## config.mk

```make
export PLATFORM = sky130hd
export DESIGN_NAME = aes67_rtp_audio_packetizer_core_flat
export DESIGN_NICKNAME = d
export VERILOG_FILES = /design/src/rtppk_pkg.sv /design/src/rtppk_if.sv /design/src/rtppk_tsdiv.sv /design/src/rtppk_front.sv /design/src/rtppk_queue.sv /design/src/rtppk_back.sv /design/src/aes67_rtp_audio_packetizer_core.sv /design/src/flat_wrapper.sv
export SDC_FILE = /design/constraint.sdc
export NUM_CORES = 2
export LEC_CHECK = 0
export BUFFER_PORTS_ARGS = -buffer_cell sky130_fd_sc_hd__buf_2
export CAP_MARGIN = 20
export CORE_MARGIN = 2
export CORE_UTILIZATION = 50
export CTS_CLUSTER_DIAMETER = 80
export DETAILED_ROUTE_END_ITERATION = 12
export PLACE_DENSITY = 0.66
export SLEW_MARGIN = 20
export SYNTH_ARGS = -nofsm -noshare
export SYNTH_HDL_FRONTEND = slang
export SYNTH_HIERARCHICAL = 1
export SYNTH_SLANG_ARGS = --single-unit
```

## constraint.sdc

```tcl
create_clock -name clk -period 8.6 [get_ports clk]
set_clock_uncertainty 0.1 [all_clocks]
set_input_delay 0 -clock clk [delete_from_list [all_inputs] [get_ports clk]]
set_output_delay 0 -clock clk [all_outputs]
set_load 0.02 [all_outputs]
```

## src/rtppk_pkg.sv

```systemverilog
// shared types, constants and byte codes of the rtp l24 audio packetizer
// no dependencies; compiled first
package rtppk_pkg;

    localparam int PKT_FRAMES_DEF   = 48;
    localparam int MAX_CHANNELS_DEF = 8;

    localparam logic [7:0] HDR_VERSION = 8'h80;
    localparam logic [7:0] HDR_PTYPE   = 8'd96;

    // register indexes of the configuration port
    localparam logic [1:0] REG_CHANNEL_COUNT    = 2'd0;
    localparam logic [1:0] REG_INPUT_BYTES      = 2'd1;
    localparam logic [1:0] REG_SYNC_SOURCE_ID   = 2'd2;
    localparam logic [1:0] REG_TIMESTAMP_OFFSET = 2'd3;

    localparam logic [3:0] CHANNEL_COUNT_RST = 4'd2;
    localparam logic [1:0] INPUT_BYTES_RST   = 2'd3;
    localparam logic [1:0] INPUT_BYTES_16    = 2'd2;

    localparam logic [0:0] OP_SAMPLE = 1'b0;
    localparam logic [0:0] OP_RESYNC = 1'b1;

    // byte positions within one sample's output (header then payload)
    localparam logic [3:0] BYTE_VERSION  = 4'd0;
    localparam logic [3:0] BYTE_PTYPE    = 4'd1;
    localparam logic [3:0] BYTE_SEQ_HI   = 4'd2;
    localparam logic [3:0] BYTE_SEQ_LO   = 4'd3;
    localparam logic [3:0] BYTE_TS_3     = 4'd4;
    localparam logic [3:0] BYTE_TS_2     = 4'd5;
    localparam logic [3:0] BYTE_TS_1     = 4'd6;
    localparam logic [3:0] BYTE_TS_0     = 4'd7;
    localparam logic [3:0] BYTE_SSRC_3   = 4'd8;
    localparam logic [3:0] BYTE_SSRC_2   = 4'd9;
    localparam logic [3:0] BYTE_SSRC_1   = 4'd10;
    localparam logic [3:0] BYTE_SSRC_0   = 4'd11;
    localparam logic [3:0] BYTE_SMP_HI   = 4'd12;
    localparam logic [3:0] BYTE_SMP_MID  = 4'd13;
    localparam logic [3:0] BYTE_SMP_LO   = 4'd14;

    // timestamp divider: floor(3 * ns / 62500) = floor((3 * ns >> 2) / 15625),
    // four 16-bit quotient digits, each by reciprocal multiplication
    localparam logic [13:0] DIGIT_DIV     = 14'd15625;
    localparam logic [30:0] DIGIT_RECIP   = 31'd1125899907;  // ceil(2^44 / 15625)
    localparam int          DIV_STEP_W    = 3;
    localparam logic [DIV_STEP_W-1:0] DIV_LAST_STEP = 3'd7;  // two steps per digit

    // decoupling queue between front and back
    localparam int QDEPTH = 4;
    localparam int QPTR_W = $clog2(QDEPTH);

    typedef struct packed {
        logic        hdr;
        logic        last;
        logic [15:0] seq;
        logic [31:0] ts;
        logic [23:0] smp;
    } entry_t;

    typedef struct packed {
        logic        start;
        logic [63:0] ns;
    } div_req_t;

    typedef struct packed {
        logic        busy;
        logic        done;
        logic [31:0] quot;
    } div_stat_t;

endpackage

```

## src/rtppk_if.sv

```systemverilog
// valid/ready channel interfaces for sample items and stream bytes
// no dependencies
interface rtppk_in_if;
    logic        valid;
    logic        ready;
    logic [0:0]  op;
    logic signed [23:0] sample_value;
    logic [63:0] ptp_time_ns;

    modport source (output valid, output op, output sample_value, output ptp_time_ns,
                    input ready);
    modport sink   (input valid, input op, input sample_value, input ptp_time_ns,
                    output ready);
endinterface

interface rtppk_out_if;
    logic       valid;
    logic       ready;
    logic [7:0] out_byte;
    logic       packet_end;
    logic       item_end;

    modport source (output valid, output out_byte, output packet_end, output item_end,
                    input ready);
    modport sink   (input valid, input out_byte, input packet_end, input item_end,
                    output ready);
endinterface

```

## src/rtppk_tsdiv.sv

```systemverilog
// resync timestamp divider, one 16-bit quotient digit at a time by reciprocal multiply
// depends on rtppk_pkg
module rtppk_tsdiv (
    input  logic              clk,
    input  logic              rst_n,
    input  rtppk_pkg::div_req_t  req,
    output rtppk_pkg::div_stat_t stat
);
    import rtppk_pkg::*;

    logic                  busy_reg;
    logic                  done_reg;
    logic [DIV_STEP_W-1:0] step_reg;
    logic [63:0]           dvd_reg;
    logic [13:0]           rem_reg;
    logic [15:0]           digit_reg;
    logic [31:0]           quot_reg;

    logic [65:0] triple_ns;
    logic [29:0] part;
    logic [59:0] prod;
    logic [29:0] back_prod;

    always_comb
    begin
        // 3 * ns as ns + 2 * ns
        triple_ns = {2'b00, req.ns} + {1'b0, req.ns, 1'b0};
        // running remainder over the next 16-bit digit, always below 15625 * 2^16
        part      = {rem_reg, dvd_reg[63:48]};
        prod      = 60'(part) * 60'(DIGIT_RECIP);
        back_prod = 30'(digit_reg) * 30'(DIGIT_DIV);
    end

    always_ff @(posedge clk or negedge rst_n)
    begin
        if (!rst_n)
        begin
            busy_reg <= 1'b0;
            done_reg <= 1'b0;
            step_reg <= '0;
        end
        else
        begin
            done_reg <= 1'b0;
            if (req.start)
            begin
                busy_reg <= 1'b1;
                step_reg <= '0;
            end
            else if (busy_reg)
            begin
                step_reg <= step_reg + 1'b1;
                if (step_reg == DIV_LAST_STEP)
                begin
                    busy_reg <= 1'b0;
                    done_reg <= 1'b1;
                end
            end
        end
    end

    // datapath, no reset
    always_ff @(posedge clk)
    begin
        if (req.start)
        begin
            dvd_reg  <= triple_ns[65:2];
            rem_reg  <= '0;
            quot_reg <= '0;
        end
        else if (busy_reg)
        begin
            if (!step_reg[0])
                digit_reg <= prod[59:44];
            else
            begin
                rem_reg  <= 14'(part - back_prod);
                quot_reg <= {quot_reg[15:0], digit_reg};
                dvd_reg  <= {dvd_reg[47:0], 16'h0000};
            end
        end
    end

    assign stat.busy = busy_reg;
    assign stat.done = done_reg;
    assign stat.quot = quot_reg;

endmodule

```

## src/rtppk_front.sv

```systemverilog
// front end: accepts items, keeps packet state, queues samples with header data
// depends on rtppk_pkg and rtppk_if
module rtppk_front #(
    parameter int PKT_FRAMES   = rtppk_pkg::PKT_FRAMES_DEF,
    parameter int MAX_CHANNELS = rtppk_pkg::MAX_CHANNELS_DEF
) (
    input  logic                 clk,
    input  logic                 rst_n,
    rtppk_in_if.sink             sample_ch,
    input  logic [3:0]           channel_count,
    input  logic [1:0]           input_bytes,
    input  logic [31:0]          timestamp_offset,
    output rtppk_pkg::div_req_t  div_req,
    input  rtppk_pkg::div_stat_t div_stat,
    input  logic                 queue_full,
    output logic                 push,
    output rtppk_pkg::entry_t    entry
);
    import rtppk_pkg::*;

    localparam int POS_W = $clog2(PKT_FRAMES * MAX_CHANNELS + 1);
    localparam int CH_W  = $clog2(MAX_CHANNELS + 1);
    localparam logic [31:0] HALF_PACKET = 32'(PKT_FRAMES / 2);
    localparam logic [31:0] TS_STEP     = 32'(PKT_FRAMES);

    logic [POS_W-1:0] pos_reg;
    logic [15:0]      seq_reg;
    logic [31:0]      ts_reg;
    logic             pend_reg;

    logic [CH_W-1:0]  act_ch;
    logic [POS_W-1:0] total;
    logic             last;
    logic             accept;
    logic [23:0]      smp24;

    always_comb
    begin
        if (channel_count == 4'd0)
            act_ch = CH_W'(1);
        else if (32'(channel_count) > 32'(MAX_CHANNELS))
            act_ch = CH_W'(MAX_CHANNELS);
        else
            act_ch = CH_W'(channel_count);
    end

    assign total = POS_W'(PKT_FRAMES * act_ch);
    assign last  = (({1'b0, pos_reg} + 1'b1) >= {1'b0, total});
    assign smp24 = (input_bytes == INPUT_BYTES_16) ?
                   {sample_ch.sample_value[15:0], 8'h00} : sample_ch.sample_value;

    // hold off while a resync is being divided or the queue is full
    assign sample_ch.ready = !pend_reg && !queue_full;
    assign accept = sample_ch.valid && sample_ch.ready;

    assign div_req.start = accept && (sample_ch.op == OP_RESYNC);
    assign div_req.ns    = sample_ch.ptp_time_ns;

    assign push       = accept && (sample_ch.op == OP_SAMPLE);
    assign entry.hdr  = (pos_reg == '0);
    assign entry.last = last;
    assign entry.seq  = seq_reg;
    assign entry.ts   = ts_reg;
    assign entry.smp  = smp24;

    always_ff @(posedge clk or negedge rst_n)
    begin
        if (!rst_n)
        begin
            pos_reg  <= '0;
            seq_reg  <= '0;
            ts_reg   <= '0;
            pend_reg <= 1'b0;
        end
        else
        begin
            if (div_req.start)
                pend_reg <= 1'b1;
            else if (div_stat.done)
            begin
                pend_reg <= 1'b0;
                ts_reg   <= div_stat.quot + timestamp_offset - HALF_PACKET;
            end

            if (push)
            begin
                if (last)
                begin
                    pos_reg <= '0;
                    seq_reg <= seq_reg + 16'd1;
                    ts_reg  <= ts_reg + TS_STEP;
                end
                else
                    pos_reg <= pos_reg + 1'b1;
            end
        end
    end

endmodule

```

## src/rtppk_queue.sv

```systemverilog
// short fifo of queued samples between front and back
// depends on rtppk_pkg
module rtppk_queue (
    input  logic              clk,
    input  logic              rst_n,
    input  logic              push,
    input  rtppk_pkg::entry_t wr_entry,
    input  logic              pop,
    output rtppk_pkg::entry_t head,
    output logic              full,
    output logic              empty
);
    import rtppk_pkg::*;

    entry_t            mem_reg [QDEPTH];
    logic [QPTR_W-1:0] wr_ptr_reg;
    logic [QPTR_W-1:0] rd_ptr_reg;
    logic [QPTR_W:0]   cnt_reg;

    assign full  = (cnt_reg == (QPTR_W+1)'(QDEPTH));
    assign empty = (cnt_reg == '0);
    assign head  = mem_reg[rd_ptr_reg];

    always_ff @(posedge clk or negedge rst_n)
    begin
        if (!rst_n)
        begin
            wr_ptr_reg <= '0;
            rd_ptr_reg <= '0;
            cnt_reg    <= '0;
        end
        else
        begin
            if (push)
                wr_ptr_reg <= wr_ptr_reg + 1'b1;
            if (pop)
                rd_ptr_reg <= rd_ptr_reg + 1'b1;
            case ({push, pop})
                2'b10:   cnt_reg <= cnt_reg + 1'b1;
                2'b01:   cnt_reg <= cnt_reg - 1'b1;
                default: cnt_reg <= cnt_reg;
            endcase
        end
    end

    always_ff @(posedge clk)
    begin
        if (push)
            mem_reg[wr_ptr_reg] <= wr_entry;
    end

endmodule

```

## src/rtppk_back.sv

```systemverilog
// back end: serializes queued samples into header and payload bytes
// depends on rtppk_pkg and rtppk_if
module rtppk_back (
    input  logic              clk,
    input  logic              rst_n,
    input  rtppk_pkg::entry_t head,
    input  logic              empty,
    input  logic [31:0]       sync_source_id,
    output logic              pop,
    rtppk_out_if.source       stream_ch
);
    import rtppk_pkg::*;

    logic       started_reg;
    logic [3:0] idx_reg;
    logic       valid_reg;
    logic [7:0] byte_reg;
    logic       pend_reg;
    logic       iend_reg;

    logic [3:0] cur_idx;
    logic       emit;
    logic [7:0] sel_byte;
    logic       is_final;

    assign cur_idx  = started_reg ? idx_reg : (head.hdr ? BYTE_VERSION : BYTE_SMP_HI);
    assign emit     = !empty && (!valid_reg || stream_ch.ready);
    assign is_final = (cur_idx == BYTE_SMP_LO);
    assign pop      = emit && is_final;

    always_comb
    begin
        case (cur_idx)
            BYTE_VERSION: sel_byte = HDR_VERSION;
            BYTE_PTYPE:   sel_byte = HDR_PTYPE;
            BYTE_SEQ_HI:  sel_byte = head.seq[15:8];
            BYTE_SEQ_LO:  sel_byte = head.seq[7:0];
            BYTE_TS_3:    sel_byte = head.ts[31:24];
            BYTE_TS_2:    sel_byte = head.ts[23:16];
            BYTE_TS_1:    sel_byte = head.ts[15:8];
            BYTE_TS_0:    sel_byte = head.ts[7:0];
            BYTE_SSRC_3:  sel_byte = sync_source_id[31:24];
            BYTE_SSRC_2:  sel_byte = sync_source_id[23:16];
            BYTE_SSRC_1:  sel_byte = sync_source_id[15:8];
            BYTE_SSRC_0:  sel_byte = sync_source_id[7:0];
            BYTE_SMP_HI:  sel_byte = head.smp[23:16];
            BYTE_SMP_MID: sel_byte = head.smp[15:8];
            BYTE_SMP_LO:  sel_byte = head.smp[7:0];
            default:      sel_byte = 8'h00;
        endcase
    end

    always_ff @(posedge clk or negedge rst_n)
    begin
        if (!rst_n)
        begin
            started_reg <= 1'b0;
            idx_reg     <= BYTE_VERSION;
            valid_reg   <= 1'b0;
        end
        else
        begin
            if (emit)
            begin
                valid_reg <= 1'b1;
                if (is_final)
                    started_reg <= 1'b0;
                else
                begin
                    started_reg <= 1'b1;
                    idx_reg     <= cur_idx + 4'd1;
                end
            end
            else if (stream_ch.ready)
                valid_reg <= 1'b0;
        end
    end

    always_ff @(posedge clk)
    begin
        if (emit)
        begin
            byte_reg <= sel_byte;
            pend_reg <= is_final && head.last;
            iend_reg <= is_final;
        end
    end

    assign stream_ch.valid      = valid_reg;
    assign stream_ch.out_byte   = byte_reg;
    assign stream_ch.packet_end = pend_reg;
    assign stream_ch.item_end   = iend_reg;

endmodule

```

## src/aes67_rtp_audio_packetizer_core.sv

```systemverilog
// rtp l24 audio packetizer: samples in, rtp packet bytes out, one byte per cycle while output ready
// path: an accepted sample is queued, then its bytes are loaded into the output register
// bytes: 3 per sample, 15 for the first sample of a packet; new samples queue while bytes go out
// resync: input held after a resync while the 8-step timestamp divider runs
// reset: rst_n clears sequence, timestamp, position, queue and output; config to defaults
// depends on rtppk_pkg, rtppk_if and the rtppk_front/tsdiv/queue/back modules
module aes67_rtp_audio_packetizer_core #(
    parameter int PKT_FRAMES   = rtppk_pkg::PKT_FRAMES_DEF,
    parameter int MAX_CHANNELS = rtppk_pkg::MAX_CHANNELS_DEF
) (
    input  logic        clk,
    input  logic        rst_n,
    rtppk_in_if.sink    sample_ch,
    rtppk_out_if.source stream_ch,
    input  logic        cfg_we,
    input  logic [1:0]  cfg_index,
    input  logic [31:0] cfg_data
);
    import rtppk_pkg::*;

    // configuration registers: the user must write them only while idle; the block does not enforce it
    logic [3:0]  channel_count_reg;
    logic [1:0]  input_bytes_reg;
    logic [31:0] sync_source_id_reg;
    logic [31:0] timestamp_offset_reg;

    always_ff @(posedge clk or negedge rst_n)
    begin
        if (!rst_n)
        begin
            channel_count_reg    <= CHANNEL_COUNT_RST;
            input_bytes_reg      <= INPUT_BYTES_RST;
            sync_source_id_reg   <= '0;
            timestamp_offset_reg <= '0;
        end
        else if (cfg_we)
        begin
            case (cfg_index)
                REG_CHANNEL_COUNT:    channel_count_reg    <= cfg_data[3:0];
                REG_INPUT_BYTES:      input_bytes_reg      <= cfg_data[1:0];
                REG_SYNC_SOURCE_ID:   sync_source_id_reg   <= cfg_data;
                REG_TIMESTAMP_OFFSET: timestamp_offset_reg <= cfg_data;
                default:              ;
            endcase
        end
    end

    div_req_t  div_req;
    div_stat_t div_stat;
    entry_t    wr_entry;
    entry_t    head;
    logic      push;
    logic      pop;
    logic      full;
    logic      empty;

    // front: takes items, tracks packet position, snapshots header fields per sample
    rtppk_front #(
        .PKT_FRAMES   (PKT_FRAMES),
        .MAX_CHANNELS (MAX_CHANNELS)
    ) u_front (
        .clk              (clk),
        .rst_n            (rst_n),
        .sample_ch        (sample_ch),
        .channel_count    (channel_count_reg),
        .input_bytes      (input_bytes_reg),
        .timestamp_offset (timestamp_offset_reg),
        .div_req          (div_req),
        .div_stat         (div_stat),
        .queue_full       (full),
        .push             (push),
        .entry            (wr_entry)
    );

    // resync divider, shared by every resync item
    rtppk_tsdiv u_tsdiv (
        .clk   (clk),
        .rst_n (rst_n),
        .req   (div_req),
        .stat  (div_stat)
    );

    // short queue so front and back stall independently
    rtppk_queue u_queue (
        .clk      (clk),
        .rst_n    (rst_n),
        .push     (push),
        .wr_entry (wr_entry),
        .pop      (pop),
        .head     (head),
        .full     (full),
        .empty    (empty)
    );

    // back: walks header and sample bytes into the output register
    rtppk_back u_back (
        .clk            (clk),
        .rst_n          (rst_n),
        .head           (head),
        .empty          (empty),
        .sync_source_id (sync_source_id_reg),
        .pop            (pop),
        .stream_ch      (stream_ch)
    );

    // a sample is never pushed into a full queue
    a_no_push_full: assert property (@(posedge clk) disable iff (!rst_n)
        push |-> !full)
        else $error("sample pushed into full queue");

    // a resync item blocks the input until its timestamp is computed
    a_resync_holds: assert property (@(posedge clk) disable iff (!rst_n)
        div_req.start |=> (!sample_ch.ready && div_stat.busy))
        else $error("input not held during resync");

    // the back never pops an empty queue
    a_no_pop_empty: assert property (@(posedge clk) disable iff (!rst_n)
        pop |-> !empty)
        else $error("pop from empty queue");

    // a packet ends only on the final byte of a sample
    a_pkt_end_item: assert property (@(posedge clk) disable iff (!rst_n)
        (stream_ch.valid && stream_ch.packet_end) |-> stream_ch.item_end)
        else $error("packet end off a sample boundary");

endmodule

```

## src/flat_wrapper.sv

```systemverilog
// flat-port wrapper written by rule: the top's interface ports become plain ports
module aes67_rtp_audio_packetizer_core_flat import rtppk_pkg::*;
#(
    parameter int PKT_FRAMES   = rtppk_pkg::PKT_FRAMES_DEF,
    parameter int MAX_CHANNELS = rtppk_pkg::MAX_CHANNELS_DEF
)
  (clk, rst_n, cfg_we, cfg_index, cfg_data, sample_ch_valid, sample_ch_op, sample_ch_sample_value, sample_ch_ptp_time_ns, sample_ch_ready, stream_ch_valid, stream_ch_out_byte, stream_ch_packet_end, stream_ch_item_end, stream_ch_ready);
  rtppk_in_if sample_ch_i ();
  rtppk_out_if stream_ch_i ();
  input  logic clk;
  input  logic rst_n;
  input  logic cfg_we;
  input  logic [1:0] cfg_index;
  input  logic [31:0] cfg_data;
  input wire logic [$bits(sample_ch_i.valid)-1:0] sample_ch_valid;
  input wire logic [$bits(sample_ch_i.op)-1:0] sample_ch_op;
  input wire logic [$bits(sample_ch_i.sample_value)-1:0] sample_ch_sample_value;
  input wire logic [$bits(sample_ch_i.ptp_time_ns)-1:0] sample_ch_ptp_time_ns;
  output wire logic [$bits(sample_ch_i.ready)-1:0] sample_ch_ready;
  output wire logic [$bits(stream_ch_i.valid)-1:0] stream_ch_valid;
  output wire logic [$bits(stream_ch_i.out_byte)-1:0] stream_ch_out_byte;
  output wire logic [$bits(stream_ch_i.packet_end)-1:0] stream_ch_packet_end;
  output wire logic [$bits(stream_ch_i.item_end)-1:0] stream_ch_item_end;
  input wire logic [$bits(stream_ch_i.ready)-1:0] stream_ch_ready;
  assign sample_ch_i.valid = sample_ch_valid;
  assign sample_ch_i.op = sample_ch_op;
  assign sample_ch_i.sample_value = sample_ch_sample_value;
  assign sample_ch_i.ptp_time_ns = sample_ch_ptp_time_ns;
  assign sample_ch_ready = sample_ch_i.ready;
  assign stream_ch_valid = stream_ch_i.valid;
  assign stream_ch_out_byte = stream_ch_i.out_byte;
  assign stream_ch_packet_end = stream_ch_i.packet_end;
  assign stream_ch_item_end = stream_ch_i.item_end;
  assign stream_ch_i.ready = stream_ch_ready;
  aes67_rtp_audio_packetizer_core #(.PKT_FRAMES(PKT_FRAMES), .MAX_CHANNELS(MAX_CHANNELS)) u_core (.clk(clk), .rst_n(rst_n), .sample_ch(sample_ch_i), .stream_ch(stream_ch_i), .cfg_we(cfg_we), .cfg_index(cfg_index), .cfg_data(cfg_data));
endmodule
```

==> flow_summary_export.csv <==
group,metric,value,unit
detailed_routing,antenna_left,0,
layout,antennaDiodeCount,0,
detailed_routing,drt-met1-wl,49.88,mm
layout,nFillCells,7674,
setup_path,crit_family,"adder cells",
floorplan,core-area,90010,um2
grt,gr-total-overflow,0,
synthesis,syn_inst,3982,
detailed_routing,avgRoutedWirePerCell,21.30,um
floorplan,die_x,305.2,um
setup_path,cp-start-kind,"flop",
floorplan,initial_core_util,0.5040,
synthesis,synth_warnings,6,
detailed_routing,maxUsedRoutingLayer,"met4",
detailed_routing,dr.pass1.iters,6,
sta,max_slew_margin,0.2313,
sta,rsz0062_at_grt,"false",
hold_path,worst_hold_path_type,"input port to flop",
setup_path,cp_max_fo,6,
clocking,clkSinkCount,578,
placed_design,place_congestion,0.9849,
status,status,"complete, no violations",
sta,setup-violations-final,0,
detailed_routing,met3_wirelength,4.928,mm
setup_path,path_cells,"inv_1, fa_1, inv_1, fa_1, inv_1, fa_1, fa_1, inv_1, fa_1, fa_1, fa_1, inv_1, fa_1, inv_1, ha_1, and4_1, nand4_1, or3_1, nand3_1, nor2b_1, o31ai_1, o31ai_1, a21oi_1, xnor2_1",
grt,grt_pass1_wl,180.8,mm
clocking,root_buffer,"clkbuf_16",
placed_design,dpl.hpwl,90.98,mm
sta,tightestPinTransition,1143,ps
layout,largest_reg_flops,296,
sta,fin_crit,7884,ps
detailed_routing,wl,115.5,mm
grt,grt_usage,0.2507,
floorplan,ios,140,
setup_path,arrival,8170,ps
clocking,cts_tree,"done",
setup_path,setup.worst_path.end_class,"flop",
sta,drv_slew,0,
floorplan,die_y,305.2,um
sta,fin_tns_setup,0,ps
sta,timing.fmax,0.1268,GHz
layout,multi_input_area,25510,um2
setup_path,critPathKind,"flop to flop",
detailed_routing,routed_via_density,5.560,
placed_design,io_buffers,139,
detailed_routing,drt_iter0_drc,2059,
layout,drive_gt1_frac,0.1171,
floorplan,rows,110,
floorplan,dieArea,93160,um2
setup_path,cpPeakStageDelay,600,ps
clocking,clk_pin_slew_worst_paths,60,ps
layout,register_area,16180,um2
setup_path,critPathBufInv,6,
setup_path,cpMaxStageDelayCell,"fa_1",
setup_path,cp.required,8890,ps
clocking,cts_buffer_depth,3,
sta,period_share,0.9167,
detailed_routing,drc,0,
synthesis,synth_nets,4980,
clocking,clk_latency,670,ps
job,max_cap_violations,0,
clocking,ctsHtreeMaxLevel,2,
grt,grt_max_degree,78,
grt,antenna_found_initial,0,
setup_path,crit_top_cell,"fa_1",
detailed_routing,vias,30150,
synthesis,syn_area,45370,um2
clocking,post_cts_buffers,0,
clocking,numCtsBuffers,61,
synthesis,synth_area_per_cell,11.39,um2
layout,finalNetCount,5191,
grt,grt_pass1_vias,30990,
detailed_routing,met2WireLength,56.47,mm
layout,syn_to_final_growth,10.81,%
sta,hold_viol_final,0,
[through the flow]
step / std cells / area [um2] / hold slack, ps / setup slack (ps) / utilization
6_report: 5422 / 50270 / 20.38 / 716.0 / 0.5585
5_1_grt: 5422 / 50270 / 32.08 / 325.4 / 0.5585
4_1_cts: 5422 / 50270 / 1.124 / 728.7 / 0.5585
3_5_place_dp: 5160 / 46750 / 17.80 / 744.7 / 0.5194
3_3_place_gp: 5160 / 46750 / 17.00 / 791.6 / 0.5194
2_1_floorplan: 3982 / 45370 / -395.6 / 1227 / -
[metal layers]
| layer | global-route usage | up-vias |
|---|---|---|
| met5 | 0 | - |
| met4 | 0.08489 | 0 |
| met3 | 0.02468 | 161 |
| met2 | 0.4259 | 755 |
| met1 | 0.3378 | 15030 |
| li1 | - | 14200 |
[layout make-up]
class,instances,area share
Tap cell,1176,0.02927
Sequential cell,578,0.3218
Inverter,710,0.05302
Multi-Input combinational cell,2526,0.5074
Clock buffer,92,0.03470
Timing Repair Buffer,316,0.04801
Clock inverter,24,0.005824
[what timing repair did]
action                    CTS  global route
gates resized for setup     0             0
hold endpoints to repair  279             0
hold buffers              146             0
[tightest hold or removal path, delay by kind of cell]
family / cells / cell delay (ps)
adder cells (fa/ha/maj): 1 / 190
buffers and inverters: 2 / 190
AND/OR/NAND/NOR: 2 / 200
[path summary, 6_finish.rpt]
path	end	slack, ps	start	cells past startpoint
min	u_core/u_tsdiv/dvd_reg[1]$_SDFFCE_PN0P_	20	sample_ch_ptp_time_ns[2]	5
max in group asynchronous	u_core/u_queue/rd_ptr_reg[1]$_DFFE_PN0P_	7090	rst_n	4
min in group asynchronous	u_core/timestamp_offset_reg[27]$_DFFE_PN0P_	450	rst_n	4
min reg2reg	u_core/u_tsdiv/quot_reg[14]$_SDFFE_PP0P_	350	u_core/u_tsdiv/digit_reg[14]$_DFFE_PP_	1
max reg2reg	u_core/u_tsdiv/digit_reg[15]$_DFFE_PP_	720	u_core/u_tsdiv/dvd_reg[52]$_DFFE_PP_	24
max	u_core/u_tsdiv/digit_reg[15]$_DFFE_PP_	720	u_core/u_tsdiv/dvd_reg[52]$_DFFE_PP_	24
[cells in the final DEF (no fill, tap or decap), drive strengths merged, types with 15 or more instances in the layout]
cell type,count
a31oi,23
dlygate4sd3,145
or3,16
dfrtp,143
nor3,42
dfxtp,46
a22o,34
mux2,124
nand2b,21
a22oi,28
nor2,146
and3,31
inv,711
mux4,74
a21oi,172
xor2,54
fa,332
nor2b,31
o31ai,16
nand3,80
clkinv,17
a221oi,15
edfxtp,386
nand2,189
xnor2,98
ha,538
o21a,21
buf,171
clkbuf,92
a21o,69
o22ai,18
nand4,41
o21ai,120
Power is not shown: default switching activity piles up to over one toggle a cycle in this logic, so the estimate is an artifact.
